## src/hw/rtl/lbnr_pkg.sv

```systemverilog
package lbnr_pkg;

    localparam int OUT_BITS = 16;
    localparam int NBITS_W  = 6;

    typedef enum logic [1:0] {
        S_IDLE,
        S_SCAN,
        S_FIN
    } t_state;

    typedef struct packed {
        logic [OUT_BITS-1:0] start;
        logic [OUT_BITS-1:0] length;
        logic                rng_valid;
        logic [OUT_BITS-1:0] total;
        logic                last;
        logic                overflow;
    } t_range;

endpackage

```

## src/hw/rtl/loss_bitmap_nack_run_encoder_core.sv

```systemverilog
// Loss-bitmap NACK run encoder. Bitmap words arrive MSB first (1 = received) and
// are scanned one bit per clock through a shift register; each maximal run of
// zeros, which may span words, comes out as one word (start, length, running
// total). The clamped valid_bits count sets how many bits of a word are scanned;
// a final word then enters S_FIN to close the open run, mark the last word, or
// to give the empty marker when it produced no range. A new input word is taken
// only when the previous one is fully scanned. Scanning stalls while the output
// register holds a word not yet taken and another range is ready. Positions past
// 2^SEQ_BITS-1 saturate and set the overflow flag until the bitmap ends.
module loss_bitmap_nack_run_encoder_core #(
    parameter int WORD_BITS = 32,
    parameter int SEQ_BITS  = 16
) (
    input  logic                          i_clk,
    input  logic                          i_rst_n,
    input  logic                          i_valid,
    output logic                          o_ready,
    input  logic [WORD_BITS-1:0]          i_bitmap_word,
    input  logic [lbnr_pkg::NBITS_W-1:0]  i_valid_bits,
    input  logic                          i_final_word,
    output logic                          o_valid,
    input  logic                          i_ready,
    output logic [lbnr_pkg::OUT_BITS-1:0] o_range_start,
    output logic [lbnr_pkg::OUT_BITS-1:0] o_range_length,
    output logic                          o_range_valid,
    output logic [lbnr_pkg::OUT_BITS-1:0] o_range_total,
    output logic                          o_last_result,
    output logic                          o_position_overflow
);
    import lbnr_pkg::*;

    localparam int LEFT_W = $clog2(WORD_BITS + 1);
    localparam int CMP_W  = NBITS_W + 2;

    t_state                r_state, n_state;
    logic [WORD_BITS-1:0]  r_word, n_word;
    logic [LEFT_W-1:0]     r_left, n_left;
    logic                  r_fin, n_fin;
    logic [SEQ_BITS:0]     r_bit_pos, n_bit_pos;
    logic                  r_run_open, n_run_open;
    logic [SEQ_BITS-1:0]   r_run_begin, n_run_begin;
    logic [SEQ_BITS-1:0]   r_run_count, n_run_count;
    logic [SEQ_BITS-1:0]   r_ranges, n_ranges;
    logic                  r_ovf, n_ovf;
    logic                  r_pend_valid, n_pend_valid;
    t_range                r_pend, n_pend;

    logic                  w_slot_free;
    logic                  w_push;
    t_range                w_push_data;
    t_range                w_out;
    logic                  w_bit;
    logic                  w_sat;
    logic [SEQ_BITS-1:0]   w_pos;
    logic [SEQ_BITS-1:0]   w_ranges_inc;
    logic [SEQ_BITS-1:0]   w_count_inc;

    assign o_ready      = (r_state == S_IDLE);
    assign w_bit        = r_word[WORD_BITS-1];
    assign w_sat        = r_bit_pos[SEQ_BITS];
    assign w_pos        = w_sat ? '1 : r_bit_pos[SEQ_BITS-1:0];
    assign w_ranges_inc = (r_ranges == '1) ? r_ranges : r_ranges + 1'b1;
    assign w_count_inc  = (r_run_count == '1) ? r_run_count : r_run_count + 1'b1;

    always_ff @(posedge i_clk) begin
        if (!i_rst_n) begin
            r_state      <= S_IDLE;
            r_left       <= '0;
            r_fin        <= 1'b0;
            r_bit_pos    <= '0;
            r_run_open   <= 1'b0;
            r_run_begin  <= '0;
            r_run_count  <= '0;
            r_ranges     <= '0;
            r_ovf        <= 1'b0;
            r_pend_valid <= 1'b0;
        end else begin
            r_state      <= n_state;
            r_left       <= n_left;
            r_fin        <= n_fin;
            r_bit_pos    <= n_bit_pos;
            r_run_open   <= n_run_open;
            r_run_begin  <= n_run_begin;
            r_run_count  <= n_run_count;
            r_ranges     <= n_ranges;
            r_ovf        <= n_ovf;
            r_pend_valid <= n_pend_valid;
        end
    end

    always_ff @(posedge i_clk) begin
        r_word <= n_word;
        r_pend <= n_pend;
    end

    always_comb begin
        n_state      = r_state;
        n_word       = r_word;
        n_left       = r_left;
        n_fin        = r_fin;
        n_bit_pos    = r_bit_pos;
        n_run_open   = r_run_open;
        n_run_begin  = r_run_begin;
        n_run_count  = r_run_count;
        n_ranges     = r_ranges;
        n_ovf        = r_ovf;
        n_pend_valid = r_pend_valid;
        n_pend       = r_pend;
        w_push       = 1'b0;
        w_push_data  = r_pend;
        w_push_data.last = 1'b0;

        case (r_state)
            S_IDLE: begin
                if (i_valid) begin
                    n_word = i_bitmap_word;
                    n_fin  = i_final_word;
                    if (CMP_W'(i_valid_bits) > CMP_W'(WORD_BITS)) begin
                        n_left = LEFT_W'(WORD_BITS);
                    end else begin
                        n_left = LEFT_W'(i_valid_bits);
                    end
                    n_state = S_SCAN;
                end
            end
            S_SCAN: begin
                if (r_left == '0) begin
                    if (r_fin) begin
                        n_state = S_FIN;
                    end else if (!r_pend_valid) begin
                        n_state = S_IDLE;
                    end else if (w_slot_free) begin
                        w_push       = 1'b1;
                        n_pend_valid = 1'b0;
                        n_state      = S_IDLE;
                    end
                end else if (!(w_bit && r_run_open && r_pend_valid && !w_slot_free)) begin
                    n_ovf = r_ovf | w_sat;
                    if (!w_bit) begin
                        if (!r_run_open) begin
                            n_run_open  = 1'b1;
                            n_run_begin = w_pos;
                            n_run_count = SEQ_BITS'(1);
                        end else begin
                            n_run_count = w_count_inc;
                        end
                    end else if (r_run_open) begin
                        n_ranges         = w_ranges_inc;
                        n_pend.start     = OUT_BITS'(r_run_begin);
                        n_pend.length    = OUT_BITS'(r_run_count);
                        n_pend.rng_valid = 1'b1;
                        n_pend.total     = OUT_BITS'(w_ranges_inc);
                        n_pend.last      = 1'b0;
                        n_pend.overflow  = r_ovf | w_sat;
                        n_pend_valid     = 1'b1;
                        w_push           = r_pend_valid;
                        n_run_open       = 1'b0;
                        n_run_begin      = '0;
                        n_run_count      = '0;
                    end
                    if (!w_sat) begin
                        n_bit_pos = r_bit_pos + 1'b1;
                    end
                    n_word = {r_word[WORD_BITS-2:0], 1'b0};
                    n_left = r_left - 1'b1;
                end
            end
            S_FIN: begin
                if (w_slot_free) begin
                    w_push = 1'b1;
                    if (r_pend_valid) begin
                        w_push_data.last = !r_run_open;
                        n_pend_valid     = 1'b0;
                    end else if (r_run_open) begin
                        w_push_data.start     = OUT_BITS'(r_run_begin);
                        w_push_data.length    = OUT_BITS'(r_run_count);
                        w_push_data.rng_valid = 1'b1;
                        w_push_data.total     = OUT_BITS'(w_ranges_inc);
                        w_push_data.last      = 1'b1;
                        w_push_data.overflow  = r_ovf;
                    end else begin
                        w_push_data.start     = '0;
                        w_push_data.length    = '0;
                        w_push_data.rng_valid = 1'b0;
                        w_push_data.total     = OUT_BITS'(r_ranges);
                        w_push_data.last      = 1'b1;
                        w_push_data.overflow  = r_ovf;
                    end
                    if (!r_pend_valid || !r_run_open) begin
                        n_bit_pos   = '0;
                        n_run_open  = 1'b0;
                        n_run_begin = '0;
                        n_run_count = '0;
                        n_ranges    = '0;
                        n_ovf       = 1'b0;
                        n_state     = S_IDLE;
                    end
                end
            end
            default: begin
                n_state = S_IDLE;
            end
        endcase
    end

    lbnr_out_slot u_out_slot (
        .i_clk   (i_clk),
        .i_rst_n (i_rst_n),
        .i_push  (w_push),
        .i_word  (w_push_data),
        .o_free  (w_slot_free),
        .o_valid (o_valid),
        .i_ready (i_ready),
        .o_word  (w_out)
    );

    assign o_range_start       = w_out.start;
    assign o_range_length      = w_out.length;
    assign o_range_valid       = w_out.rng_valid;
    assign o_range_total       = w_out.total;
    assign o_last_result       = w_out.last;
    assign o_position_overflow = w_out.overflow;

    assert property (@(posedge i_clk) disable iff (!i_rst_n)
        (r_state == S_IDLE) |-> !r_pend_valid)
        else $error("pending range left behind at idle");

    assert property (@(posedge i_clk) disable iff (!i_rst_n)
        ($past(r_state == S_FIN) && r_state == S_IDLE) |->
            (r_bit_pos == '0 && !r_run_open && r_ranges == '0 && !r_ovf))
        else $error("bitmap state not cleared after final word");

    assert property (@(posedge i_clk) disable iff (!i_rst_n)
        r_run_open |-> (r_run_count != '0))
        else $error("open run with zero length");

    assert property (@(posedge i_clk) disable iff (!i_rst_n)
        (w_push && w_push_data.last) |=> (r_state == S_IDLE))
        else $error("last word sent before bitmap closed");

endmodule

```

## src/hw/rtl/lbnr_out_slot.sv

```systemverilog
module lbnr_out_slot (
    input  logic            i_clk,
    input  logic            i_rst_n,
    input  logic            i_push,
    input  lbnr_pkg::t_range i_word,
    output logic            o_free,
    output logic            o_valid,
    input  logic            i_ready,
    output lbnr_pkg::t_range o_word
);
    import lbnr_pkg::*;

    logic   r_valid;
    t_range r_word;

    assign o_free  = !r_valid || i_ready;
    assign o_valid = r_valid;
    assign o_word  = r_word;

    always_ff @(posedge i_clk) begin
        if (!i_rst_n) begin
            r_valid <= 1'b0;
        end else if (i_push) begin
            r_valid <= 1'b1;
        end else if (i_ready) begin
            r_valid <= 1'b0;
        end
    end

    always_ff @(posedge i_clk) begin
        if (i_push) begin
            r_word <= i_word;
        end
    end

    assert property (@(posedge i_clk) disable iff (!i_rst_n)
        i_push |-> o_free)
        else $error("push into occupied output slot");

    assert property (@(posedge i_clk) disable iff (!i_rst_n)
        (o_valid && !i_ready && !i_push) |=> (o_valid && $stable(o_word)))
        else $error("stalled output word changed");

    assert property (@(posedge i_clk) disable iff (!i_rst_n)
        i_push |=> (o_valid && o_word == $past(i_word)))
        else $error("pushed word not captured");

endmodule

```

## config.mk

```make
export PLATFORM = sky130hd
export DESIGN_NAME = loss_bitmap_nack_run_encoder_core
export DESIGN_NICKNAME = d
export VERILOG_FILES = /design/src/hw/rtl/lbnr_pkg.sv /design/src/hw/rtl/loss_bitmap_nack_run_encoder_core.sv /design/src/hw/rtl/lbnr_out_slot.sv
export SDC_FILE = /design/constraint.sdc
export NUM_CORES = 1
export LEC_CHECK = 0
export BUFFER_PORTS_ARGS = -buffer_cell sky130_fd_sc_hd__buf_2
export CORE_MARGIN = 1
export CORE_UTILIZATION = 44
export DETAILED_ROUTE_END_ITERATION = 12
export SETUP_SLACK_MARGIN = 0.02
export SYNTH_ARGS = -nofsm -noshare
export SYNTH_HDL_FRONTEND = slang
export SYNTH_SLANG_ARGS = --single-unit
```

## constraint.sdc

```tcl
create_clock -name i_clk -period 7.6 [get_ports i_clk]
set_clock_uncertainty 0.05 [all_clocks]
set_input_delay 0.38 -clock i_clk [delete_from_list [all_inputs] [get_ports i_clk]]
set_output_delay 0.38 -clock i_clk [all_outputs]
set_load 0.01 [all_outputs]
```

# Yosys cells after proc, flatten, opt, wreduce, memory -nomap -nowiden
# Index checks and enable logic that the tools add are counted.
# Widths: inputs -> output; s select.
# op_classes
addsub	4
order_cmp	1
eq_ne	21
mux	78
bitwise	5
n_reduce_logical	26
# op_table
op	count
$mux 16	18
$mux 51	3
$mux 32	3
$pmux 16 s2	3
$mux 17	5
$pmux 32 s2	1
$mux 49	1
$pmux 17 s2	1
$add 16x1->16 const B	2
$eq 16x16->1 const B	2
$mux 1	26
$mux 6	4
$reduce_and 7->1	3
$ne 2x2->1 const B	9
$ne 3x3->1 const B	6
$add 17x1->17 const B	1
$reduce_and 5->1	3
$mux 2	7
$pmux 6 s2	1
$reduce_and 6->1	2
$ne 4x4->1 const B	2
$pmux 1 s2	4
$gt 6x6->1 const B	1
$logic_not 6->1	1
other kinds (14)	26
# totals
reg_bits	210
input_bits	43
out_inout_bits	53
elab_cells	158

# Depth between registers and ports, before layout
# logic_depth
depth_word	8
depth_mapped	9
ltp_nobuf	8

# Cells and area by module
# Synthesis repeated with hierarchy kept, for this count alone.
# unflattened
cells_unflattened	897
area_unflattened_um2	9678.0
# by_module_without_submodules
mod	instances	cells_each	area_per_inst_um2	seq_area_each_um2
loss_bitmap_nack_run_encoder_core	1	842	8097.8	3973.8
lbnr_out_slot	1	55	1580.3	1551.5

# Least setup slack after synthesis
# OpenSTA, ideal clock, no wires.
# synth_timing
path_kind	flip-flop to flip-flop
from	register r_state[1]
to	register u_out_slot.r_word (netlist bit u_out_slot.o_word[0]) (enable)
setup_time_ps	460
t_arrival_ps	3897
t_required_ps	7090
setup_slack_ps	3193
path_stages_with_launch	8
n_path_buf	3
synth_period_minus_slack_ps	4407
path_cell_list	dfxtp_1 inv_1 ha_1 clkbuf_1 clkbuf_1 clkbuf_1 a31oi_1 nor2_1
# synth_between
elab_chain_cells	2
word_cells_on_any_way	3
classes_between	2 x eq/ne; 1 x mux
# synth_rtl
item	line	rtl
start, declared	loss_bitmap_nack_run_encoder_core.sv:35	t_state r_state, n_state;
start signal, assigned	loss_bitmap_nack_run_encoder_core.sv:78	r_state <= n_state;
$eq 2x2->1 or $eq 2x1->1 (tied branches)	loss_bitmap_nack_run_encoder_core.sv:113	case (r_state)
$pmux 1 s2 (*)	loss_bitmap_nack_run_encoder_core.sv:113	
named net u_out_slot.i_push	lbnr_out_slot.sv:4	input logic i_push,
end signal, assigned	lbnr_out_slot.sv:32	r_word <= i_word;
end, declared	lbnr_out_slot.sv:14	t_range r_word;
# The timed path passes the listed nets; every way through them passes the cells marked *.
# A chain may end at the register's enable or synchronous reset.

# Final worst setup path
# layout_timing
from	register r_run_open
to	register r_run_count[11]
# layout_between
elab_chain_cells	5
word_cells_on_any_way	15
classes_between	4 x eq/ne; 5 x mux; 6 x reduce/logical
# layout_rtl
item	line	rtl
start, declared	loss_bitmap_nack_run_encoder_core.sv:40	logic r_run_open, n_run_open;
start signal, assigned	loss_bitmap_nack_run_encoder_core.sv:82	r_run_open <= n_run_open;
$mux 16 or $logic_and 1x1->1 (tied branches)	loss_bitmap_nack_run_encoder_core.sv:140, loss_bitmap_nack_run_encoder_core.sv:137	
$mux 16 or $logic_and 1x1->1 (tied branches)	loss_bitmap_nack_run_encoder_core.sv:139, loss_bitmap_nack_run_encoder_core.sv:137	
$mux 16 or $logic_and 1x1->1 (tied branches)	loss_bitmap_nack_run_encoder_core.sv:137	end else if (!(w_bit && r_run_open && r_pend_valid && !w_slot_free)) begin
$mux 16 or $ne 2x2->1 (tied branches)	-	
$pmux 16 s2 or $reduce_and 7->1 (tied branches)	-	
end signal, assigned	loss_bitmap_nack_run_encoder_core.sv:84	r_run_count <= n_run_count;
end, declared	loss_bitmap_nack_run_encoder_core.sv:42	logic [SEQ_BITS-1:0] r_run_count, n_run_count;
# Several ways; a longest one is shown, not always the timed one. The select of a mux whose other input is x is not followed.

==> key figures <==
Synthesis
  – Post-synth top area cell: edfxtp_1
  – Predominant post-synthesis flop cell: edfxtp_1
  – Register area share after synthesis: 57.3%
  – Yosys warns: 0
  – #FFs+latches synth: between 200 and 250
  – Complex-gate fraction of the synthesized area: 15.4%
  – Async SR Flop Fraction: 0%
  – Syn avg cell area: 10.5 µm²
  – Ranking of synthesized cells by area: edfxtp_1 (41%), dfxtp_1 (16%), nand2_1 (5.7%)
  – Cell Area, Synth: 9650 µm²
  – Combinational family with the most area after synthesis: simple AND/OR/NAND/NOR gates
  – Simple-gate share of the synthesized area: 15.5%
  – Post-synth top area share: approximately 40%
  – Post-synthesis mux area share: 5.34%
  – Mapped Cells: 918
  – Post-synth cell types: 63
  – Post-Synth Adder-Cell Area: 1.04%
  – Synth Area in XOR/XNOR: 2.00%
  – Syn nets: 969
  – Post-synth EDFFs: 132

Global route
  – GRT overflow: 0
  – GRT Total Usage: 18.7%
  – Largest net degree at the start of global routing: 100
  – Initial antenna violation count: 1
  – First-pass GRT wire length: 33900 µm
  – Vias in the first global route: 6569

Placement
  – Port Buffers: 95
  – DP Worst Slack: 4.45 ns
  – HPWL after DPL: between 10000 and 15000 µm
  – GP Congestion: 0.851

Worst setup path
  – Startpoint Class: flip-flop
  – CP max stage cell: nor3_1
  – R2R cell count: 5
  – Worst Path Arrival: approximately 3.5 ns
  – R2R setup slack: 4.45 ns
  – Worst Path Max Fanout: 47
  – Worst R2R End: r_run_count[11]
  – Worst r2r src: r_run_open
  – Cells along the critical path: buf_4 -> inv_1 -> nor3_1 -> nand4_1 -> o41ai_1
  – Kind of critical path: flip-flop to flip-flop
  – WP data required: between 7 and 8 ns
  – CP peak stage delay: about 1.0 ns
  – Critical Path Sink Type: flip-flop

STA
  – Achievable Freq: 317 MHz
  – Relative slew margins: 19.4%
  – Setup_tns: 0 ns
  – Final Hold Fails: 0
  – Max-slew violation count: 0
  – Unrepaired setup endpoints after global routing: no
  – Tcrit/Tclk final: 41.5%
  – Post-route setup slack: between 4 and 5 ns
  – Worst slew pin tran: 1.20 ns
  – Final Critical Period: between 3 and 4 ns
  – Setup violators final: 0

Detailed routing
  – Total number of vias: slightly above 7000
  – Iter 0 DRT Violations: 645
  – DR pass1 iterations: 5
  – Drc violations: 0
  – WL final: 20800 µm
  – Via-to-Cell Ratio: roughly 5.6
  – DRT antenna net count: 0
  – WL/cell: 16.3 µm

Worst hold path
  – Hold Path Stages: 3
  – Hold Startpoint: i_final_word
  – Hold Path End: r_fin
  – HP Class: input pin to flip-flop

Die
  – Core area: 21300 µm²
  – Die W: between 150 and 200 µm
  – Core Rows: 53
  – Starting Density: a little under half
  – Die Ht: 150 µm
  – Io pins: 96
  – DIE AREA: between 20000 and 25000 µm²

Power and ir drop
  – Sequential Power Share: 47.2%
  – Clk pwr share: approximately two fifths
  – Lkg Pwr: 3.96 nW
  – Power Internal: 2.09 mW
  – Pwr/cell area: around 250 nW/µm²
  – Comb power frac: 11.0%
  – Switching pwr: 682 µW
  – Switch share: 24.6%
  – Max VDD drop: between 150 and 200 µV

Clock tree
  – Clock transition at path regs: roughly 0.06 ns
  – TritonCTS Buffers: 24
  – # Post-CTS Setup Buffers: 0
  – Skew-Pair Late Insertion Delay: roughly 0.51 ns
  – Maximum root-to-sink buffer count: 3
  – Root buf cell: clkbuf_16
  – Sink Count: 210
  – CTS tree: done
  – Cts hold-fix bufs: 0
  – H-Tree Depth: 1
  – CTS resizes: 0

Final layout
  – Fillers: 1899
  – Area grow syn2layout: 15.6%
  – Layout cells sized above 1: 19.9%
  – Fin nets: 1038

Job
  – Max-cap violation count: 0

Outcome
  – Status: finished, final reports clean
synthesized netlist by cell type, types with 5 or more instances:
cell,instances
or4_1,6
mux2i_1,11
o31ai_1,11
nand4_1,25
nand2_1,146
o41ai_1,6
nor2_1,39
nand2b_1,6
and2_1,5
nor3_1,16
a211oi_1,7
o211ai_1,21
inv_1,23
and4_1,5
a21o_1,7
a21oi_1,38
ha_1,8
edfxtp_1,132
a22o_1,6
xnor2_1,10
clkbuf_1,55
xor2_1,12
nor2b_1,5
nor4_1,5
dfxtp_1,78
o311ai_0,7
o21ai_0,79
mux2_2,36
nand3_1,33
a31oi_1,17
and3_1,9
area by class of cell:
| cell class | instances | area (µm²) | share of cell area (%) |
|---|---|---|---|
| Clock inverter | 11 | 111 | 0.998 |
| Timing Repair Buffer | 106 | 558 | 5.00 |
| Multi-Input combinational cell | 621 | 3820 | 34.3 |
| Clock buffer | 33 | 696 | 6.24 |
| Sequential cell | 210 | 5530 | 49.6 |
| Tap cell | 275 | 344 | 3.09 |
| Inverter | 24 | 90.1 | 0.808 |
| Antenna cell | 1 | 2.50 | 0.0224 |
power by group through the flow:
stage / sequential [mW] / combinational [mW] / clock (mW)
after global placement: 1.33 / 0.303 / 0
after global routing: 1.31 / 0.339 / 1.23
after detailed placement: 1.33 / 0.305 / 0
after floorplan: 1.32 / 0.232 / 0
after CTS: 1.31 / 0.305 / 1.19
final: 1.31 / 0.305 / 1.16
worst max-delay path: cells and delay by family (launching register included):
kind	cells	cell delay, ns
DFF	1	0.39
and+or+nand+nor	2	1.44
AOI/OAI and AO/OA	1	0.42
buffers and inverters	2	0.73
cell families after synthesis:
logic type | after synthesis
xor+xnor | 22
fa+ha+maj | 8
simple gates | 315
mux | 47
buf+inv | 87
compound gates | 229
flops | 210
flip-flops by register name, indices dropped and copies added (netlist names):
| signal | flops |
|---|---|
| r_bit_pos | 17 |
| r_fin | 1 |
| r_left | 6 |
| r_ovf | 1 |
| r_pend | 49 |
| r_pend_valid | 1 |
| r_ranges | 16 |
| r_run_begin | 16 |
| r_run_count | 16 |
| r_run_open | 1 |
| r_state | 2 |
| r_word | 32 |
| u_out_slot.o_valid | 1 |
| u_out_slot.o_word | 51 |
stage by stage:
| stage | cell area [µm²] | hold slack [ns] | util, % | power, mW | instances |
|---|---|---|---|---|---|
| 2_1_floorplan | 9650 | 0.356 | - | 1.55 | 918 |
| 3_3_place_gp | 10300 | 0.390 | 48.6 | 1.63 | 1236 |
| 3_5_place_dp | 10300 | 0.394 | 48.6 | 1.64 | 1236 |
| 4_1_cts | 11200 | 0.0492 | 52.4 | 2.80 | 1280 |
| 5_1_grt | 11200 | 0.0748 | 52.4 | 2.89 | 1280 |
| 6_report | 11200 | 0.0644 | 52.4 | 2.77 | 1281 |
per-layer routing:
metal / up-vias / GRT usage (%) / wire length (µm)
met5: - / 0 / 0
met4: 0 / 4.49 / 297
met3: 26 / 3.82 / 1250
met2: 187 / 27.3 / 8700
met1: 3377 / 28.1 / 10600
li1: 3560 / - / -
worst max path at each step:
| stage | start | end | slack, ns | cells after the start |
|---|---|---|---|---|
| final | r_run_open | r_run_count[11] | 4.45 | 5 |
| after CTS | r_run_open | r_run_count[11] | 4.43 | 5 |
| after global routing | r_state[1] | r_run_count[11] | 4.11 | 8 |
| after global placement | r_run_open | r_run_count[11] | 4.57 | 5 |
| after floorplan | r_state[1] | u_out_slot.o_word[0] | 3.19 | 7 |
| after detailed placement | r_run_open | r_run_count[11] | 4.45 | 5 |
placed cells by master, fill, tap and decap left out, drive strengths merged, types with 12 or more instances in the layout:
cell	n
a31oi	17
o211ai	21
nand3	33
o21ai	80
a21oi	39
edfxtp	132
xor2	12
nor2	39
clkbuf	33
inv	24
nor3	16
dfxtp	78
nand2	146
buf	106
mux2	36
nand4	25
No activity file was read; power rests on OpenSTA's default activity.
